## src/rtl/core/sfv_pkg.sv

```systemverilog
`timescale 1ns / 1ps

package sfv_pkg;

  localparam int CFG_IDX_W = 2;

  localparam logic [CFG_IDX_W-1:0] CFG_START_BYTE = 2'd0;
  localparam logic [CFG_IDX_W-1:0] CFG_END_BYTE   = 2'd1;

  localparam logic [7:0] START_BYTE_RESET = 8'h02;
  localparam logic [7:0] END_BYTE_RESET   = 8'h03;

  localparam logic [7:0] MIN_FRAME_LEN = 8'd8;
  localparam logic [7:0] SUM_START_IDX = 8'd4;
  localparam logic [7:0] LEN_IDX       = 8'd1;

  localparam logic [7:0] HEX_DIGIT_MAX = 8'h39;
  localparam logic [7:0] HEX_ALPHA_OFS = 8'h37;
  localparam logic [7:0] HEX_DIGIT_OFS = 8'h30;

  typedef struct packed {
    logic [7:0] rx_byte;
    logic       end_of_frame;
  } sfv_item_t;

  typedef struct packed {
    logic       frame_valid;
    logic [7:0] frame_length;
  } sfv_result_t;

  typedef struct packed {
    logic [7:0] start_byte;
    logic [7:0] end_byte;
  } sfv_cfg_t;

  function automatic logic [3:0] hex_nibble(input logic [7:0] c);
    logic [7:0] v;
    v = (c > HEX_DIGIT_MAX) ? (c - HEX_ALPHA_OFS) : (c - HEX_DIGIT_OFS);
    return v[3:0];
  endfunction

endpackage

```

## src/rtl/core/sfv_cfg_regs.sv

```systemverilog
`timescale 1ns / 1ps

module sfv_cfg_regs
  import sfv_pkg::*;
(
  input  logic                 clk,
  input  logic                 rst_n,
  input  logic                 wr_en,
  input  logic [CFG_IDX_W-1:0] wr_index,
  input  logic [7:0]           wr_data,
  output sfv_cfg_t             cfg
);

  sfv_cfg_t cfg_r;
  sfv_cfg_t cfg_nxt;

  always_comb begin
    cfg_nxt = cfg_r;
    if (wr_en) begin
      unique case (wr_index)
        CFG_START_BYTE: cfg_nxt.start_byte = wr_data;
        CFG_END_BYTE:   cfg_nxt.end_byte   = wr_data;
        default:        cfg_nxt = cfg_r;
      endcase
    end
  end

  always_ff @(posedge clk) begin
    if (!rst_n) begin
      cfg_r.start_byte <= START_BYTE_RESET;
      cfg_r.end_byte   <= END_BYTE_RESET;
    end else begin
      cfg_r <= cfg_nxt;
    end
  end

  assign cfg = cfg_r;

endmodule

```

## src/rtl/core/sfv_in_stage.sv

```systemverilog
`timescale 1ns / 1ps

module sfv_in_stage
  import sfv_pkg::*;
(
  input  logic      clk,
  input  logic      rst_n,
  input  logic      in_valid,
  output logic      in_ready,
  input  sfv_item_t in_item,
  input  logic      consume,
  output logic      item_valid,
  output sfv_item_t item
);

  logic      valid_r;
  logic      valid_nxt;
  sfv_item_t item_r;
  logic      load;

  assign in_ready  = rst_n && (!valid_r || consume);
  assign load      = in_valid && in_ready;
  assign valid_nxt = load ? 1'b1 : (consume ? 1'b0 : valid_r);

  always_ff @(posedge clk) begin
    if (!rst_n) begin
      valid_r <= 1'b0;
    end else begin
      valid_r <= valid_nxt;
    end
  end

  always_ff @(posedge clk) begin
    if (load) begin
      item_r <= in_item;
    end
  end

  assign item_valid = valid_r;
  assign item       = item_r;

endmodule

```

## src/rtl/core/sfv_frame_check.sv

```systemverilog
`timescale 1ns / 1ps

module sfv_frame_check
  import sfv_pkg::*;
#(
  parameter int MAX_FRAME_LEN = 255
) (
  input  logic        clk,
  input  logic        rst_n,
  input  sfv_cfg_t    cfg,
  input  logic        item_valid,
  input  sfv_item_t   item,
  input  logic        out_free,
  output logic        consume,
  output logic        result_load,
  output sfv_result_t result
);

  localparam logic [7:0] MaxLen = 8'(MAX_FRAME_LEN);

  logic [7:0] byte_count_r, byte_count_nxt;
  logic [7:0] running_sum_r, running_sum_nxt;
  logic [7:0] recent_r [3];
  logic [7:0] recent_nxt [3];
  logic [7:0] length_byte_r, length_byte_nxt;
  logic       start_matched_r, start_matched_nxt;

  logic [7:0] sum_upd;
  logic [7:0] count_upd;
  logic [7:0] length_upd;
  logic       start_upd;
  logic [7:0] hex_sum;
  logic       frame_ok;

  assign consume     = item_valid && (!item.end_of_frame || out_free);
  assign result_load = consume && item.end_of_frame;

  always_comb begin
    sum_upd    = (byte_count_r >= SUM_START_IDX) ? (running_sum_r + recent_r[2])
                                                 : running_sum_r;
    count_upd  = (byte_count_r < MaxLen) ? (byte_count_r + 8'd1) : byte_count_r;
    start_upd  = (byte_count_r == 8'd0) ? (item.rx_byte == cfg.start_byte)
                                        : start_matched_r;
    length_upd = (byte_count_r == LEN_IDX) ? item.rx_byte : length_byte_r;
    hex_sum    = {hex_nibble(recent_r[1]), hex_nibble(recent_r[0])};
    frame_ok   = (count_upd >= MIN_FRAME_LEN) && (count_upd < MaxLen) && start_upd &&
                 (item.rx_byte == cfg.end_byte) && (length_upd == count_upd) &&
                 (hex_sum == sum_upd);
  end

  assign result.frame_valid  = frame_ok;
  assign result.frame_length = count_upd;

  always_comb begin
    byte_count_nxt    = byte_count_r;
    running_sum_nxt   = running_sum_r;
    length_byte_nxt   = length_byte_r;
    start_matched_nxt = start_matched_r;
    recent_nxt        = recent_r;
    if (consume) begin
      if (item.end_of_frame) begin
        byte_count_nxt    = 8'd0;
        running_sum_nxt   = 8'd0;
        length_byte_nxt   = 8'd0;
        start_matched_nxt = 1'b0;
        recent_nxt[0]     = 8'd0;
        recent_nxt[1]     = 8'd0;
        recent_nxt[2]     = 8'd0;
      end else begin
        byte_count_nxt    = count_upd;
        running_sum_nxt   = sum_upd;
        length_byte_nxt   = length_upd;
        start_matched_nxt = start_upd;
        recent_nxt[0]     = item.rx_byte;
        recent_nxt[1]     = recent_r[0];
        recent_nxt[2]     = recent_r[1];
      end
    end
  end

  always_ff @(posedge clk) begin
    if (!rst_n) begin
      byte_count_r    <= 8'd0;
      running_sum_r   <= 8'd0;
      length_byte_r   <= 8'd0;
      start_matched_r <= 1'b0;
      recent_r[0]     <= 8'd0;
      recent_r[1]     <= 8'd0;
      recent_r[2]     <= 8'd0;
    end else begin
      byte_count_r    <= byte_count_nxt;
      running_sum_r   <= running_sum_nxt;
      length_byte_r   <= length_byte_nxt;
      start_matched_r <= start_matched_nxt;
      recent_r        <= recent_nxt;
    end
  end

endmodule

```

## src/rtl/core/serial_frame_validator_core.sv

```systemverilog
`timescale 1ns / 1ps
// Channel   Direction  Handshake          Word
// in_       input      in_valid/in_ready  in_rx_byte, in_end_of_frame
// out_      output     out_valid/out_ready out_frame_valid, out_frame_length
// cfg_      input      cfg_valid/cfg_ready cfg_index, cfg_data
//
// One word is taken per cycle unless a final word stalls. A word passes the input register and
// then, if final, its result passes the result register; the per-word sum and compares sit
// between them. A full result register stalls only a final word; other words
// keep flowing. Reset is synchronous and clears all frame state and both valid flags;
// ready is low while reset is held.

module serial_frame_validator_core
  import sfv_pkg::*;
#(
  parameter int MAX_FRAME_LEN = 255
) (
  input  logic                 clk,
  input  logic                 rst_n,
  input  logic                 in_valid,
  output logic                 in_ready,
  input  logic [7:0]           in_rx_byte,
  input  logic                 in_end_of_frame,
  output logic                 out_valid,
  input  logic                 out_ready,
  output logic                 out_frame_valid,
  output logic [7:0]           out_frame_length,
  input  logic                 cfg_valid,
  output logic                 cfg_ready,
  input  logic [CFG_IDX_W-1:0] cfg_index,
  input  logic [7:0]           cfg_data
);

  sfv_cfg_t    cfg;
  sfv_item_t   in_item;
  sfv_item_t   item;
  logic        item_valid;
  logic        consume;
  logic        result_load;
  sfv_result_t result;

  logic        out_valid_r, out_valid_nxt;
  sfv_result_t result_r;

  assign cfg_ready = rst_n;

  sfv_cfg_regs u_cfg_regs (
    .clk      (clk),
    .rst_n    (rst_n),
    .wr_en    (cfg_valid && cfg_ready),
    .wr_index (cfg_index),
    .wr_data  (cfg_data),
    .cfg      (cfg)
  );

  assign in_item.rx_byte      = in_rx_byte;
  assign in_item.end_of_frame = in_end_of_frame;

  sfv_in_stage u_in_stage (
    .clk        (clk),
    .rst_n      (rst_n),
    .in_valid   (in_valid),
    .in_ready   (in_ready),
    .in_item    (in_item),
    .consume    (consume),
    .item_valid (item_valid),
    .item       (item)
  );

  sfv_frame_check #(
    .MAX_FRAME_LEN (MAX_FRAME_LEN)
  ) u_frame_check (
    .clk         (clk),
    .rst_n       (rst_n),
    .cfg         (cfg),
    .item_valid  (item_valid),
    .item        (item),
    .out_free    (!out_valid_r || out_ready),
    .consume     (consume),
    .result_load (result_load),
    .result      (result)
  );

  assign out_valid_nxt = result_load ? 1'b1 : (out_ready ? 1'b0 : out_valid_r);

  always_ff @(posedge clk) begin
    if (!rst_n) begin
      out_valid_r <= 1'b0;
    end else begin
      out_valid_r <= out_valid_nxt;
    end
  end

  always_ff @(posedge clk) begin
    if (result_load) begin
      result_r <= result;
    end
  end

  assign out_valid        = out_valid_r;
  assign out_frame_valid  = result_r.frame_valid;
  assign out_frame_length = result_r.frame_length;

endmodule

```

## config.mk

```make
export PLATFORM = sky130hd
export DESIGN_NAME = serial_frame_validator_core
export DESIGN_NICKNAME = d
export VERILOG_FILES = /design/src/rtl/core/sfv_pkg.sv /design/src/rtl/core/sfv_cfg_regs.sv /design/src/rtl/core/sfv_in_stage.sv /design/src/rtl/core/sfv_frame_check.sv /design/src/rtl/core/serial_frame_validator_core.sv
export SDC_FILE = /design/constraint.sdc
export NUM_CORES = 1
export LEC_CHECK = 0
export ABC_CLOCK_PERIOD_IN_PS = 3300
export BUFFER_PORTS_ARGS = -buffer_cell sky130_fd_sc_hd__buf_4
export CAP_MARGIN = 20
export CORE_MARGIN = 2
export CORE_UTILIZATION = 55
export DETAILED_ROUTE_END_ITERATION = 12
export GPL_TIMING_DRIVEN = 0
export PLACE_DENSITY = 0.74
export SLEW_MARGIN = 20
export SYNTH_ARGS = -nofsm -noshare
export SYNTH_HDL_FRONTEND = slang
export SYNTH_HIERARCHICAL = 1
export SYNTH_SLANG_ARGS = --single-unit
```

## constraint.sdc

```tcl
create_clock -name clk -period 3.3 [get_ports clk]
set_clock_uncertainty 0.1 [all_clocks]
set_input_delay 0.33 -clock clk [delete_from_list [all_inputs] [get_ports clk]]
set_output_delay 0.33 -clock clk [all_outputs]
set_load 0.05 [all_outputs]
```

==> results.yml <==
timing:
  finalCritPeriodShare_pct: 90.5
  max_freq_mhz: 335
  finalWorstSetupSlack_ps: 314
  finalSetupViolations: 0
  hold_viol_final: 0
  drv_slew: 0
  rsz0062_at_grt: "no"
  max_slew_margin_pct: 34.5
  min_period_ps: 2990
  tightest_slew_ps: 979
  hold_slack_ps: 42.3
  setup_tns_ps: 0
floorplanning:
  fp.dieW_um: 93.9
  die_area_um2: 8820
  die_y_um: 93.9
  start_util_pct: 57.3
  core_area_um2: 7770
  rows: 32
  io_pins: 36
grt:
  grt-ovfl-total: 0
  grt_usage_pct: 24.5
  antenna_found_initial: 0
  grt_pass1_vias: 3479
  grt_max_degree: 15
  grt_first_pass_wirelength_um: 16800
route:
  viasPerCell: 5.68
  wirelength_um: 10000
  drtIter0Drc: 189
  drc_errors: 0
  num_vias: 3723
  routedWlPerCell_um: 15.3
  detail-route-antenna-nets: 0
  firstDrtPassIters: 5
power:
  p_sw_share_pct: 25.0
  peakVddDrop_mv: 0.301
  powerDensity_nw_per_um2: 398
  seq_power_share_pct: 55.1
  power.internal_mw: 1.50
  power_frac_clock_pct: 35.4
  power_mw: 2.00
  power_frac_comb_pct: 9.5
  p_leak_nw: 1.91
  p_sw_uw: 500
synth:
  ys_seq_area_share_pct: 42.3
  ys_ff_latch: 85
  synth_warnings: 6
  netlist_instances: 502
  yosysUniqueCellTypes: 50
  avgSynthCellArea_um2: 8.86
  synth_area_um2: 4450
  syn-num-nets: 543
final_layout:
  final_util_pct: 64.9
  syn2layout_area_growth_pct: 13.2
  final_nets: 589
  drive_gt1_share_pct: 12.7
  final_area_um2: 5040
  diodes: 0
  instances_no_fill: 655
setup_path:
  crit_path_end_kind: "flip-flop"
  crit_path_start_kind: "flip-flop"
  criticalPathCategory: "flip-flop to flip-flop"
  cp.required_ps: 3440
  crit_fanout: 5
  cp.arrival_ps: 3120
clock_tree:
  tritoncts: "yes"
  clock-root-buffer: "clkbuf_8"
  clock_sinks: 85
  cts.repair.resized: 0
  post_cts_buffers: 0
  htree_levels: 3
  cts_hold_buf: 0
  clock_latency_ps: 360
  cts_buffers: 9
  clock_tree.buffer_depth: 2
  path_clk_slew_ps: 80
placement:
  dpl-instance-area_um2: 4840
  hpwl_um: 7440
  port_buffers: 35
  gp_congestion: 0.884
  preCtsSetupSlack_ps: 171
  dp_cells: 639
job:
  max_cap_violations: 0
outcome:
  status: "finished, final reports clean"
min_path:
  hold_path_class: "input pin to flip-flop"
==> layer usage <==
| layer | wire length, um | vias to the layer above | track usage (%) |
|---|---|---|---|
| met2 | 4650 | 117 | 39.4 |
| met3 | 415 | 20 | 3.53 |
| met5 | 0 | - | 0 |
| met1 | 4740 | 1745 | 33.7 |
| met4 | 224 | 0 | 8.70 |
| li1 | - | 1841 | - |
==> sequential cells by signal, indices dropped and copies added, names as in the netlist <==
signal and flops:
u_frame_check/length_byte_r 8, out_frame_valid 1, out_valid 1, u_frame_check/byte_count_r 8, u_frame_check/running_sum_r 8, out_frame_length 8
u_frame_check/start_matched_r 1, u_in_stage/item_valid 1, u_in_stage/item 9, u_frame_check/recent_r 24, u_cfg_regs/cfg 16
==> path summary, 6_finish.rpt <==
check	depth (start not counted)	to	from	slack, ps
setup / recovery	10	out_frame_valid	u_frame_check/running_sum_r[1]	310
setup reg to reg	10	out_frame_valid	u_frame_check/running_sum_r[1]	310
hold reg to reg	2	u_frame_check/recent_r[0]	u_frame_check/recent_r[0]	370
hold / removal	1	u_in_stage/item[3]	in_rx_byte[2]	40
==> cell usage in the layout, fill, tap and decap left out, types with 4 or more instances in the layout <==
| master | instances |
|---|---|
| dfxtp_1 | 66 |
| nand2_1 | 63 |
| nor2_1 | 48 |
| a21oi_1 | 44 |
| buf_4 | 38 |
| nand3_1 | 37 |
| xnor2_1 | 32 |
| mux2i_1 | 27 |
| clkbuf_1 | 21 |
| edfxtp_1 | 18 |
| a22oi_1 | 18 |
| ha_1 | 15 |
| inv_1 | 14 |
| xor2_1 | 11 |
| clkbuf_8 | 9 |
| o21ai_0 | 9 |
| nand4_1 | 8 |
| buf_2 | 6 |
| a31oi_1 | 6 |
| and2_1 | 5 |
| nor3_1 | 5 |
| nor2b_1 | 4 |
| buf_1 | 4 |
==> cells in the mapped netlist (all sizes together) <==
library cell  number  share of area (%)
o21bai             1               0.17
xnor2             32                6.3
and4b              1               0.25
buf               15                2.0
mux2i             28                6.3
a211oi             3               0.62
mux2               1               0.25
a21o               2               0.34
fa                 1               0.45
o21ai             11                1.2
or3                2               0.28
a2111oi            1               0.20
inv               14                1.2
ha                16                4.5
a211o              1               0.20
edfxtp            18                 12
a31oi              6               0.84
nand3b             1               0.17
nor2              48                4.0
and2               5               0.70
nor2b              4               0.56
a21boi             2               0.42
clkbuf            18                1.5
nand2             63                5.3
o21ba              1               0.22
xor2              11                2.2
nor3b              2               0.34
a2bb2oi            1               0.20
a311oi             1               0.20
nand2b             4               0.90
a21oi             44                4.9
and3               2               0.28
o311ai             1               0.20
nand3             37                4.2
dfxtp             67                 30
and4               2               0.39
nor3               5               0.56
o2111ai            1               0.20
nor4               3               0.90
nand4              8                1.1
a22oi             18                3.0
==> layout make-up <==
type	instances	area [um2]
clock buffer	12	135
multi-input combinational	370	2370
clock inverter	4	50.0
fill	677	2730
inverter	14	52.6
tap	102	128
buffer	33	158
sequential	85	1880
timing repair buffer	35	263
==> power by group through the flow <==
stage	Combinational [mW]	Clock, mW	Sequential [mW]
after floorplan	0.111	0	1.14
after global placement	0.185	0	1.13
after detailed placement	0.188	0	1.13
after CTS	0.189	0.728	1.10
after global routing	0.208	0.770	1.11
final	0.190	0.710	1.10
==> cells by family (layout without fill, tap and decap cells) <==
family / count (synthesis) / count (layout) / synth area share, %
AO/OA/AOI/OAI: 94 / 94 / 13.0
XOR/XNOR: 43 / 43 / 8.46
multiplexers: 29 / 29 / 6.55
flip-flops: 85 / 85 / 42.3
buffers and inverters: 47 / 98 / 4.72
AND/OR/NAND/NOR: 187 / 187 / 20.0
adder cells (fa/ha/maj): 17 / 17 / 4.95
==> critical path: stages, from the launching register on <==
cell       delay [ps]
dfxtp_1           430
ha_1              270
a211oi_1          330
o21bai_1          150
a2111oi_0         440
nor3_1            150
xor2_1            200
nand2_1           120
xnor2_1           170
nor4_2            320
buf_4             160
Note: power is estimated with default switching activity, not from simulation.
